==> src/rtl/core/ffra_pkg.sv <==
// Shared types and constants for the first-fit region allocator.
`default_nettype none

package ffra_pkg;

    // Field widths of the request and reply words
    localparam int SIZE_W    = 28;
    localparam int ADDR_W    = 27;
    localparam int REG_W     = 28;
    localparam int S_TDATA_W = 56;
    localparam int M_TDATA_W = 32;

    localparam int TABLE_ENTRIES_DEF = 64;

    // Managed memory size and its last byte address
    localparam logic [REG_W-1:0] MEM_BYTES = 28'd134217728;
    localparam logic [REG_W-1:0] MEM_TOP   = MEM_BYTES - 28'd1;

    localparam logic CMD_ALLOC = 1'b0;
    localparam logic CMD_FREE  = 1'b1;

    typedef enum logic [1:0] {
        ST_DONE       = 2'd0,
        ST_NO_FIT     = 2'd1,
        ST_TABLE_FULL = 2'd2
    } status_t;

    // One table entry: free region [start, last], inclusive
    typedef struct packed {
        logic             valid;
        logic [REG_W-1:0] start;
        logic [REG_W-1:0] last;
    } region_t;

    localparam region_t ENTRY0_RESET = '{valid: 1'b1, start: '0, last: MEM_TOP};

    // Reply handed from the sequencer to the output register
    typedef struct packed {
        status_t           status;
        logic [ADDR_W-1:0] addr;
    } res_t;

endpackage

`default_nettype wire

==> src/rtl/core/first_fit_region_allocator_core.sv <==
// Top level of the first-fit region allocator with coalescing free.
//
//  channel  dir  word fields (lowest bit up)                      handshake
//  -------  ---  -----------------------------------------------  ------------------
//  s_       in   tdata: req_size[27:0], free_address[54:28], pad   s_tvalid/s_tready
//                tuser: cmd (0 alloc, 1 free)
//  m_       out  tdata: alloc_address[26:0], pad                   m_tvalid/m_tready
//                tuser: status (0 done, 1 no fit, 2 table full)
//
// One request is in work at a time. Each request reads the region table one
// entry per cycle through the single read port of the table memory; an
// allocate stops at the first entry that fits, a free reads every entry and
// a free that merges on both sides also clears the right entry. A zero-size
// request, or a free at an address beyond memory, skips the scan.
// After reset a clearing pass writes all TABLE_ENTRIES entries, one a cycle,
// with s_tready low. A stalled reply waits in the output register; the next
// request word is taken as soon as the sequencer has handed its reply over.
`default_nettype none

module first_fit_region_allocator_core #(
    parameter int TABLE_ENTRIES = ffra_pkg::TABLE_ENTRIES_DEF
) (
    input  wire                              clk,
    input  wire                              rst_n,
    input  wire                              s_tvalid,
    output logic                             s_tready,
    input  wire [ffra_pkg::S_TDATA_W-1:0]    s_tdata,  // req_size, free_address, pad
    input  wire                              s_tuser,  // cmd
    output logic                             m_tvalid,
    input  wire                              m_tready,
    output logic [ffra_pkg::M_TDATA_W-1:0]   m_tdata,  // alloc_address, pad
    output logic [1:0]                       m_tuser   // status
);

    localparam int IDX_W = $clog2(TABLE_ENTRIES);
    localparam int SW = ffra_pkg::SIZE_W;
    localparam int AW = ffra_pkg::ADDR_W;

    logic                 rd_en;
    logic [IDX_W-1:0]     rd_addr;
    ffra_pkg::region_t    rd_data;
    logic                 wr_en;
    logic [IDX_W-1:0]     wr_addr;
    ffra_pkg::region_t    wr_data;
    logic                 res_valid;
    logic                 res_ready;
    ffra_pkg::res_t       res;

    logic                 m_tvalid_reg;
    ffra_pkg::res_t       m_res_reg;

    ffra_table #(
        .TABLE_ENTRIES (TABLE_ENTRIES)
    ) u_table (
        .clk     (clk),
        .rd_en   (rd_en),
        .rd_addr (rd_addr),
        .rd_data (rd_data),
        .wr_en   (wr_en),
        .wr_addr (wr_addr),
        .wr_data (wr_data)
    );

    ffra_ctrl #(
        .TABLE_ENTRIES (TABLE_ENTRIES)
    ) u_ctrl (
        .clk       (clk),
        .rst_n     (rst_n),
        .in_valid  (s_tvalid),
        .in_ready  (s_tready),
        .in_cmd    (s_tuser),
        .in_size   (s_tdata[SW-1:0]),
        .in_addr   (s_tdata[SW+AW-1:SW]),
        .res_valid (res_valid),
        .res_ready (res_ready),
        .res       (res),
        .rd_en     (rd_en),
        .rd_addr   (rd_addr),
        .rd_data   (rd_data),
        .wr_en     (wr_en),
        .wr_addr   (wr_addr),
        .wr_data   (wr_data)
    );

    // Output register: take a reply whenever the slot is empty or draining
    assign res_ready = !m_tvalid_reg || m_tready;

    always_ff @(posedge clk or negedge rst_n)
    begin
        if (!rst_n)
        begin
            m_tvalid_reg <= 1'b0;
        end
        else if (res_ready)
        begin
            m_tvalid_reg <= res_valid;
        end
    end

    always_ff @(posedge clk)
    begin
        if (res_ready && res_valid)
        begin
            m_res_reg <= res;
        end
    end

    assign m_tvalid = m_tvalid_reg;
    assign m_tuser  = m_res_reg.status;
    assign m_tdata  = {{(ffra_pkg::M_TDATA_W - AW){1'b0}}, m_res_reg.addr};

endmodule

`default_nettype wire

==> src/rtl/core/ffra_table.sv <==
// Region table memory: one write port, one read port, registered read data.
`default_nettype none

module ffra_table #(
    parameter int TABLE_ENTRIES = ffra_pkg::TABLE_ENTRIES_DEF
) (
    input  wire                            clk,
    input  wire                            rd_en,
    input  wire [$clog2(TABLE_ENTRIES)-1:0] rd_addr,
    output ffra_pkg::region_t              rd_data,
    input  wire                            wr_en,
    input  wire [$clog2(TABLE_ENTRIES)-1:0] wr_addr,
    input  ffra_pkg::region_t              wr_data
);

    ffra_pkg::region_t mem [TABLE_ENTRIES];
    ffra_pkg::region_t rd_data_reg;

    always_ff @(posedge clk)
    begin
        if (wr_en)
        begin
            mem[wr_addr] <= wr_data;
        end
        if (rd_en)
        begin
            rd_data_reg <= mem[rd_addr];
        end
    end

    assign rd_data = rd_data_reg;

endmodule

`default_nettype wire

==> src/rtl/core/ffra_ctrl.sv <==
// Request sequencer: table clearing, scan, merge and write-back.
`default_nettype none

module ffra_ctrl #(
    parameter int TABLE_ENTRIES = ffra_pkg::TABLE_ENTRIES_DEF
) (
    input  wire                             clk,
    input  wire                             rst_n,
    input  wire                             in_valid,
    output logic                            in_ready,
    input  wire                             in_cmd,
    input  wire [ffra_pkg::SIZE_W-1:0]      in_size,
    input  wire [ffra_pkg::ADDR_W-1:0]      in_addr,
    output logic                            res_valid,
    input  wire                             res_ready,
    output ffra_pkg::res_t                  res,
    output logic                            rd_en,
    output logic [$clog2(TABLE_ENTRIES)-1:0] rd_addr,
    input  ffra_pkg::region_t               rd_data,
    output logic                            wr_en,
    output logic [$clog2(TABLE_ENTRIES)-1:0] wr_addr,
    output ffra_pkg::region_t               wr_data
);

    localparam int IDX_W = $clog2(TABLE_ENTRIES);
    localparam logic [IDX_W-1:0] LAST_IDX = IDX_W'(TABLE_ENTRIES - 1);
    localparam int W = ffra_pkg::REG_W;

    typedef enum logic [2:0] {
        S_INIT,
        S_IDLE,
        S_SCAN,
        S_APPLY,
        S_MERGE2,
        S_RESULT
    } state_t;

    state_t                       state_reg;
    logic [IDX_W-1:0]             init_idx_reg;
    logic                         cmd_reg;
    logic [ffra_pkg::SIZE_W-1:0]  size_reg;
    logic [ffra_pkg::ADDR_W-1:0]  addr_reg;
    logic [W-1:0]                 top_reg;
    logic [IDX_W-1:0]             iss_idx_reg;
    logic                         iss_end_reg;
    logic [IDX_W-1:0]             chk_idx_reg;
    logic                         chk_vld_reg;
    logic                         left_found_reg;
    logic [IDX_W-1:0]             left_idx_reg;
    logic [W-1:0]                 left_start_reg;
    logic                         right_found_reg;
    logic [IDX_W-1:0]             right_idx_reg;
    logic [W-1:0]                 right_last_reg;
    logic                         slot_found_reg;
    logic [IDX_W-1:0]             slot_idx_reg;
    ffra_pkg::status_t            status_reg;
    logic [ffra_pkg::ADDR_W-1:0]  grant_reg;

    // Request decode on the input word
    logic [W:0]   in_sum;
    logic [W-1:0] in_top;
    logic         in_trivial;

    // Entry checks on the word just read
    logic         ent_live;
    logic [W:0]   ent_len;
    logic         ent_fits;
    logic         ent_left;
    logic         ent_right;
    logic         chk_last;
    logic         both_merge;

    assign in_sum = {2'b00, in_addr} + {1'b0, in_size};
    assign in_top = (in_sum > {1'b0, ffra_pkg::MEM_BYTES}) ? ffra_pkg::MEM_BYTES : in_sum[W-1:0];
    assign in_trivial = (in_cmd == ffra_pkg::CMD_ALLOC)
                        ? (in_size == '0)
                        : ((in_size == '0) || ({1'b0, in_addr} >= ffra_pkg::MEM_BYTES));

    assign ent_live  = rd_data.valid && (rd_data.start <= rd_data.last);
    assign ent_len   = {1'b0, rd_data.last} - {1'b0, rd_data.start} + (W+1)'(1);
    assign ent_fits  = ent_live && (ent_len >= {1'b0, size_reg});
    assign ent_right = rd_data.valid && (rd_data.start == top_reg);
    assign ent_left  = rd_data.valid
                       && (({1'b0, rd_data.last} + (W+1)'(1)) == {2'b00, addr_reg});
    assign chk_last  = (chk_idx_reg == LAST_IDX);
    assign both_merge = left_found_reg && right_found_reg && (left_idx_reg != right_idx_reg);

    assign in_ready  = (state_reg == S_IDLE);
    assign res_valid = (state_reg == S_RESULT);
    assign res       = '{status: status_reg, addr: grant_reg};

    // Memory port drive
    always_comb
    begin
        rd_en   = 1'b0;
        rd_addr = iss_idx_reg;
        wr_en   = 1'b0;
        wr_addr = chk_idx_reg;
        wr_data = '0;
        unique case (state_reg)
            S_INIT:
            begin
                wr_en   = 1'b1;
                wr_addr = init_idx_reg;
                wr_data = (init_idx_reg == '0) ? ffra_pkg::ENTRY0_RESET : '0;
            end
            S_SCAN:
            begin
                rd_en = !iss_end_reg;
                if (chk_vld_reg && (cmd_reg == ffra_pkg::CMD_ALLOC) && ent_fits)
                begin
                    wr_en   = 1'b1;
                    wr_addr = chk_idx_reg;
                    wr_data = '{valid: (ent_len != {1'b0, size_reg}),
                                start: rd_data.start + size_reg,
                                last:  rd_data.last};
                end
            end
            S_APPLY:
            begin
                if (both_merge)
                begin
                    wr_en   = 1'b1;
                    wr_addr = left_idx_reg;
                    wr_data = '{valid: 1'b1, start: left_start_reg, last: right_last_reg};
                end
                else if (left_found_reg)
                begin
                    wr_en   = 1'b1;
                    wr_addr = left_idx_reg;
                    wr_data = '{valid: 1'b1, start: left_start_reg, last: top_reg - W'(1)};
                end
                else if (right_found_reg)
                begin
                    wr_en   = 1'b1;
                    wr_addr = right_idx_reg;
                    wr_data = '{valid: 1'b1, start: {1'b0, addr_reg}, last: right_last_reg};
                end
                else if (slot_found_reg)
                begin
                    wr_en   = 1'b1;
                    wr_addr = slot_idx_reg;
                    wr_data = '{valid: 1'b1, start: {1'b0, addr_reg}, last: top_reg - W'(1)};
                end
            end
            S_MERGE2:
            begin
                wr_en   = 1'b1;
                wr_addr = right_idx_reg;
                wr_data = '0;
            end
            default:
            begin
                wr_en = 1'b0;
            end
        endcase
    end

    always_ff @(posedge clk or negedge rst_n)
    begin
        if (!rst_n)
        begin
            state_reg       <= S_INIT;
            init_idx_reg    <= '0;
            cmd_reg         <= ffra_pkg::CMD_ALLOC;
            size_reg        <= '0;
            addr_reg        <= '0;
            top_reg         <= '0;
            iss_idx_reg     <= '0;
            iss_end_reg     <= 1'b0;
            chk_idx_reg     <= '0;
            chk_vld_reg     <= 1'b0;
            left_found_reg  <= 1'b0;
            left_idx_reg    <= '0;
            left_start_reg  <= '0;
            right_found_reg <= 1'b0;
            right_idx_reg   <= '0;
            right_last_reg  <= '0;
            slot_found_reg  <= 1'b0;
            slot_idx_reg    <= '0;
            status_reg      <= ffra_pkg::ST_DONE;
            grant_reg       <= '0;
        end
        else
        begin
            unique case (state_reg)
                S_INIT:
                begin
                    init_idx_reg <= init_idx_reg + 1'b1;
                    if (init_idx_reg == LAST_IDX)
                    begin
                        state_reg <= S_IDLE;
                    end
                end
                S_IDLE:
                begin
                    if (in_valid)
                    begin
                        cmd_reg         <= in_cmd;
                        size_reg        <= in_size;
                        addr_reg        <= in_addr;
                        top_reg         <= in_top;
                        iss_idx_reg     <= '0;
                        iss_end_reg     <= 1'b0;
                        chk_vld_reg     <= 1'b0;
                        left_found_reg  <= 1'b0;
                        right_found_reg <= 1'b0;
                        slot_found_reg  <= 1'b0;
                        grant_reg       <= '0;
                        status_reg      <= (in_cmd == ffra_pkg::CMD_ALLOC)
                                           ? ffra_pkg::ST_NO_FIT : ffra_pkg::ST_DONE;
                        state_reg       <= in_trivial ? S_RESULT : S_SCAN;
                    end
                end
                S_SCAN:
                begin
                    // advance the read pointer, hold it on the last entry
                    if (rd_en)
                    begin
                        if (iss_idx_reg == LAST_IDX)
                        begin
                            iss_end_reg <= 1'b1;
                        end
                        else
                        begin
                            iss_idx_reg <= iss_idx_reg + 1'b1;
                        end
                    end
                    chk_vld_reg <= rd_en;
                    chk_idx_reg <= iss_idx_reg;
                    if (chk_vld_reg)
                    begin
                        if (cmd_reg == ffra_pkg::CMD_ALLOC)
                        begin
                            if (ent_fits)
                            begin
                                grant_reg  <= rd_data.start[ffra_pkg::ADDR_W-1:0];
                                status_reg <= ffra_pkg::ST_DONE;
                                state_reg  <= S_RESULT;
                            end
                            else if (chk_last)
                            begin
                                state_reg <= S_RESULT;
                            end
                        end
                        else
                        begin
                            // later neighbor matches win: the highest index is kept
                            if (ent_right)
                            begin
                                right_found_reg <= 1'b1;
                                right_idx_reg   <= chk_idx_reg;
                                right_last_reg  <= rd_data.last;
                            end
                            if (ent_left)
                            begin
                                left_found_reg <= 1'b1;
                                left_idx_reg   <= chk_idx_reg;
                                left_start_reg <= rd_data.start;
                            end
                            if (!rd_data.valid && !slot_found_reg)
                            begin
                                slot_found_reg <= 1'b1;
                                slot_idx_reg   <= chk_idx_reg;
                            end
                            if (chk_last)
                            begin
                                state_reg <= S_APPLY;
                            end
                        end
                    end
                end
                S_APPLY:
                begin
                    if (both_merge)
                    begin
                        state_reg <= S_MERGE2;
                    end
                    else
                    begin
                        if (!left_found_reg && !right_found_reg && !slot_found_reg)
                        begin
                            status_reg <= ffra_pkg::ST_TABLE_FULL;
                        end
                        state_reg <= S_RESULT;
                    end
                end
                S_MERGE2:
                begin
                    state_reg <= S_RESULT;
                end
                S_RESULT:
                begin
                    if (res_ready)
                    begin
                        state_reg <= S_IDLE;
                    end
                end
                default:
                begin
                    state_reg <= S_IDLE;
                end
            endcase
        end
    end

endmodule

`default_nettype wire

==> config.mk <==
export PLATFORM = sky130hd
export DESIGN_NAME = first_fit_region_allocator_core
export DESIGN_NICKNAME = d
export VERILOG_FILES = /design/src/rtl/core/ffra_pkg.sv /design/src/rtl/core/first_fit_region_allocator_core.sv /design/src/rtl/core/ffra_table.sv /design/src/rtl/core/ffra_ctrl.sv
export SDC_FILE = /design/constraint.sdc
export NUM_CORES = 2
export LEC_CHECK = 0
export BUFFER_PORTS_ARGS = -buffer_cell sky130_fd_sc_hd__buf_2
export CORE_UTILIZATION = 35
export DETAILED_ROUTE_END_ITERATION = 10
export GPL_ROUTABILITY_DRIVEN = 0
export HOLD_SLACK_MARGIN = 0.12
export PLACE_DENSITY = 0.6
export SLEW_MARGIN = 20
export SYNTH_ARGS = -nofsm -noshare
export SYNTH_HDL_FRONTEND = slang
export SYNTH_SLANG_ARGS = --single-unit
export TNS_END_PERCENT = 10
==> constraint.sdc <==
create_clock -name clk -period 12.2 [get_ports clk]
set_clock_uncertainty 0.1 [all_clocks]
set_input_delay 0.61 -clock clk [delete_from_list [all_inputs] [get_ports clk]]
set_output_delay 0.61 -clock clk [all_outputs]
set_load 0.01 [all_outputs]
==> metrics.md <==
| Metric | Value |
|---|---|
| Finished Core Util | 40.4% |
| Nets | 8065 |
| Worst Hold Depth | 4 |
| Antenna violations before repair | 22 |
| Post-synthesis adder-cell area fraction | 1.37% |
| Die width | 675 um |
| Clock Tree Buf Depth | 4 |
| Register area share after synthesis | 74.0% |
| Fmax | 0.122 GHz |
| Vias per cell | 5.62 |
| Ratio of total power to cell area | 148 mW/mm2 |
| VDD IR max | 0.122 mV |
| CTS tree | yes |
| Finished Cell Area | 0.182 mm2 |
| Final hold vios | 0 |
| Worst r2r src | u_table.rd_data[1] |
| RSZ-0062 raised after global routing | no |
| Multiplexer area fraction after synthesis | 17.7% |
| Final Cycle Share | 67.1% |
| Final setup fails | 0 |
| Area growth from synthesis to layout | 14.5% |
| Lkg Pwr | 46.8 nW |
| Post-route ant nets | 0 |
| Synth Area per Inst | 21.4 um2 |
| Largest register FFs | 3648 |
| Buffers on Ports | 90 |
| Worst setup SP type | flop |
| Vias in the first global route | 79.9k |
| Slowest CP cell | o311ai_0 |
| Worst setup margin | 4.01 ns |
| Simple-gate share of the synthesized area | 2.28% |
| Ys async rst share | 5.42% |
| FF-to-FF End | u_table.mem[30][8] |
| Grt ovf | 0 |
| Core area | 0.450 mm2 |
| Worst EP arrival | 8.68 ns |
| Ys Warns | 0 |
| Worst-margin pin slew | 1.18 ns |
| CP max stage delay | 0.59 ns |
| Area leader, netlist | edfxtp_1 |
| HPWL Detailed | 245000 um |
| Dominant cells by area after synthesis | edfxtp_1 (71%), mux4_2 (17%), dfrtp_1 (3.4%), ha_1 (1.3%), nand2_1 (0.72%) |
| H-tree Lvls | 5 |
| Pin count of the biggest net entering global routing | 115 |
| Most frequent cells after synthesis | edfxtp_1 (3734), mux4_2 (1197), nand2_1 (305), clkbuf_1 (296), dfrtp_1 (214) |
| Critical path required time | 12.70 ns |
| Row count | 246 |
| Placed Area | 0.168 mm2 |
| # fillers | 39.2k |
| Tot GR Track Use | 18.4% |
| Worst relative slew slack | 20.9% |
| Post-synth EDFFs | 3734 |
| CP endpoint kind | flop |
| Setup TNS | 0 ns |
| Initial core utilization | 35.3% |
| Clock slew at reported path FFs | 0.07 ns |
| Post-Place Setup Slack | 4.09 ns |
| Most numerous cell in the Yosys netlist | edfxtp_1 |
| R2R Setup Slk | 4.01 ns |
| Clk root buf | clkbuf_16 |
| HP Start | s_tdata[40] |
| Synth Area in Compound Gates | 2.44% |
| Status | complete, no violations |
| Most used DFF post-synth | edfxtp_1 |
| Fin. max-slew vios | 0 |
| Worst Reg2Reg Path Length in Cells | 27 |
| Die area | 0.456 mm2 |
| WHS | 0.291 ns |
| Synthesized flop and latch total | 3948 |
| WL final | 427000 um |
| Synth Area in XOR/XNOR | 0.894% |
| Via count | 79.4k |
| Min-Delay Path Class | input pin to flop |
| Layout cells sized above 1 | 28.3% |
| Initial DRC count | 9196 |
| MaxCap Viol Count | 0 |
| Cts repair resizes | 0 |
| Most Frequent Cell on Critical Path | inv_1 |
| CP max FO | 64 |
| Worst skew pair latency | 0.99 ns |
| Sink Count | 3948 |
| Wire length of the first global-routing pass | 602000 um |
| WL/cell | 30.3 um |
| WHS Endpoint | u_ctrl.addr_reg[12] |
| Yosys top cell area share | 70.7% |
| Drt drc | 0 |
| Pre-Repair DR Iteration Count | 8 |
| DIE HEIGHT | 675 um |
| Largest family of logic cells by synthesized area | multiplexers |
| CP Class | flop to flop |
| Post-Syn Instances | 7428 |
| Num CTS Buffers | 391 |
| Yosys cell types | 92 |
| Mapped Area | 0.159 mm2 |
| Fin crit period | 8.19 ns |
| # IOs | 97 |
## logic make-up after synthesis
logic type | after synthesis
flops | 3948
mux | 1292
simple gates | 762
compound gates | 580
buf+inv | 511
fa+ha+maj | 172
xor+xnor | 162
other cells | 1
## timing repair
item	CTS	global route
hold buffers	63	0
endpoints found under the hold margin	171	0
buffers inserted	0	0
## layout by cell type (no fill, tap or decap), types with 43 or more instances in the layout
master,count
edfxtp_1,3734
mux2i_1,43
clkbuf_16,393
nand2_1,302
clkinv_1,75
ha_1,166
bufinv_16,44
mux4_2,1197
o21ai_0,141
a21o_1,47
clkinv_2,60
xnor2_1,91
nor3_1,55
dfrtp_1,207
dlygate4sd3_1,62
nor2_1,121
buf_4,221
inv_1,129
a21oi_1,105
clkbuf_1,83
xor2_1,71
buf_2,90
## power breakdown
group          internal [mW]         switching (mW)
registers               14.6  0.0000000000000000248
logic                 0.0529                 0.0738
clock network           6.93                   5.21
## per-layer routing
layer	GRT usage (%)	vias to the layer above	wire length (um)
met5	0	-	38
met4	4.35	6	10500
met3	3.30	537	34900
met2	29.7	3623	203000
met1	26.1	43219	179000
li1	-	32020	-
## worst max-delay path by stage
stage	startpoint	end	slack, ns	cells after the start
floorplan	u_table.rd_data[2]	u_table.mem[19][0]	1.02	21
global placement	u_table.rd_data[1]	u_table.mem[51][34]	3.98	25
detailed placement	u_table.rd_data[1]	u_table.mem[59][10]	4.09	26
CTS	u_table.rd_data[1]	u_table.mem[23][10]	4.03	26
global route	u_table.rd_data[1]	u_table.mem[23][10]	3.51	26
finish	u_table.rd_data[1]	u_table.mem[30][8]	4.01	27
## metrics by stage
step | instances | total power, mW
after floorplan | 7432 | 14.9
after global placement | 13323 | 15.0
after detailed placement | 13327 | 15.0
after CTS | 14113 | 27.1
after global routing | 14117 | 27.5
final | 14122 | 26.9
## layout make-up
| class | instances | area, um2 | share of cell area [%] |
|---|---|---|---|
| flip-flops and latches | 3948 | 118000 | 64.7 |
| repair buffers | 391 | 3080 | 1.70 |
| clock inverters | 242 | 2680 | 1.47 |
| multi-input cells | 2973 | 40300 | 22.2 |
| inverters | 129 | 484 | 0.266 |
| well taps | 5952 | 7450 | 4.10 |
| clock buffers | 481 | 10200 | 5.62 |
| diodes | 6 | 15.0 | 0.00826 |
## worst max-delay path: cells and delay by family (launching register included)
family,cells,cell delay (ns)
fa+ha+maj,4,1.25
flops,1,0.50
mux,1,0.19
compound gates,9,2.49
xor+xnor,1,0.10
simple gates,5,1.01
buf+inv,7,1.92
No activity file was read; power rests on OpenSTA's default activity.
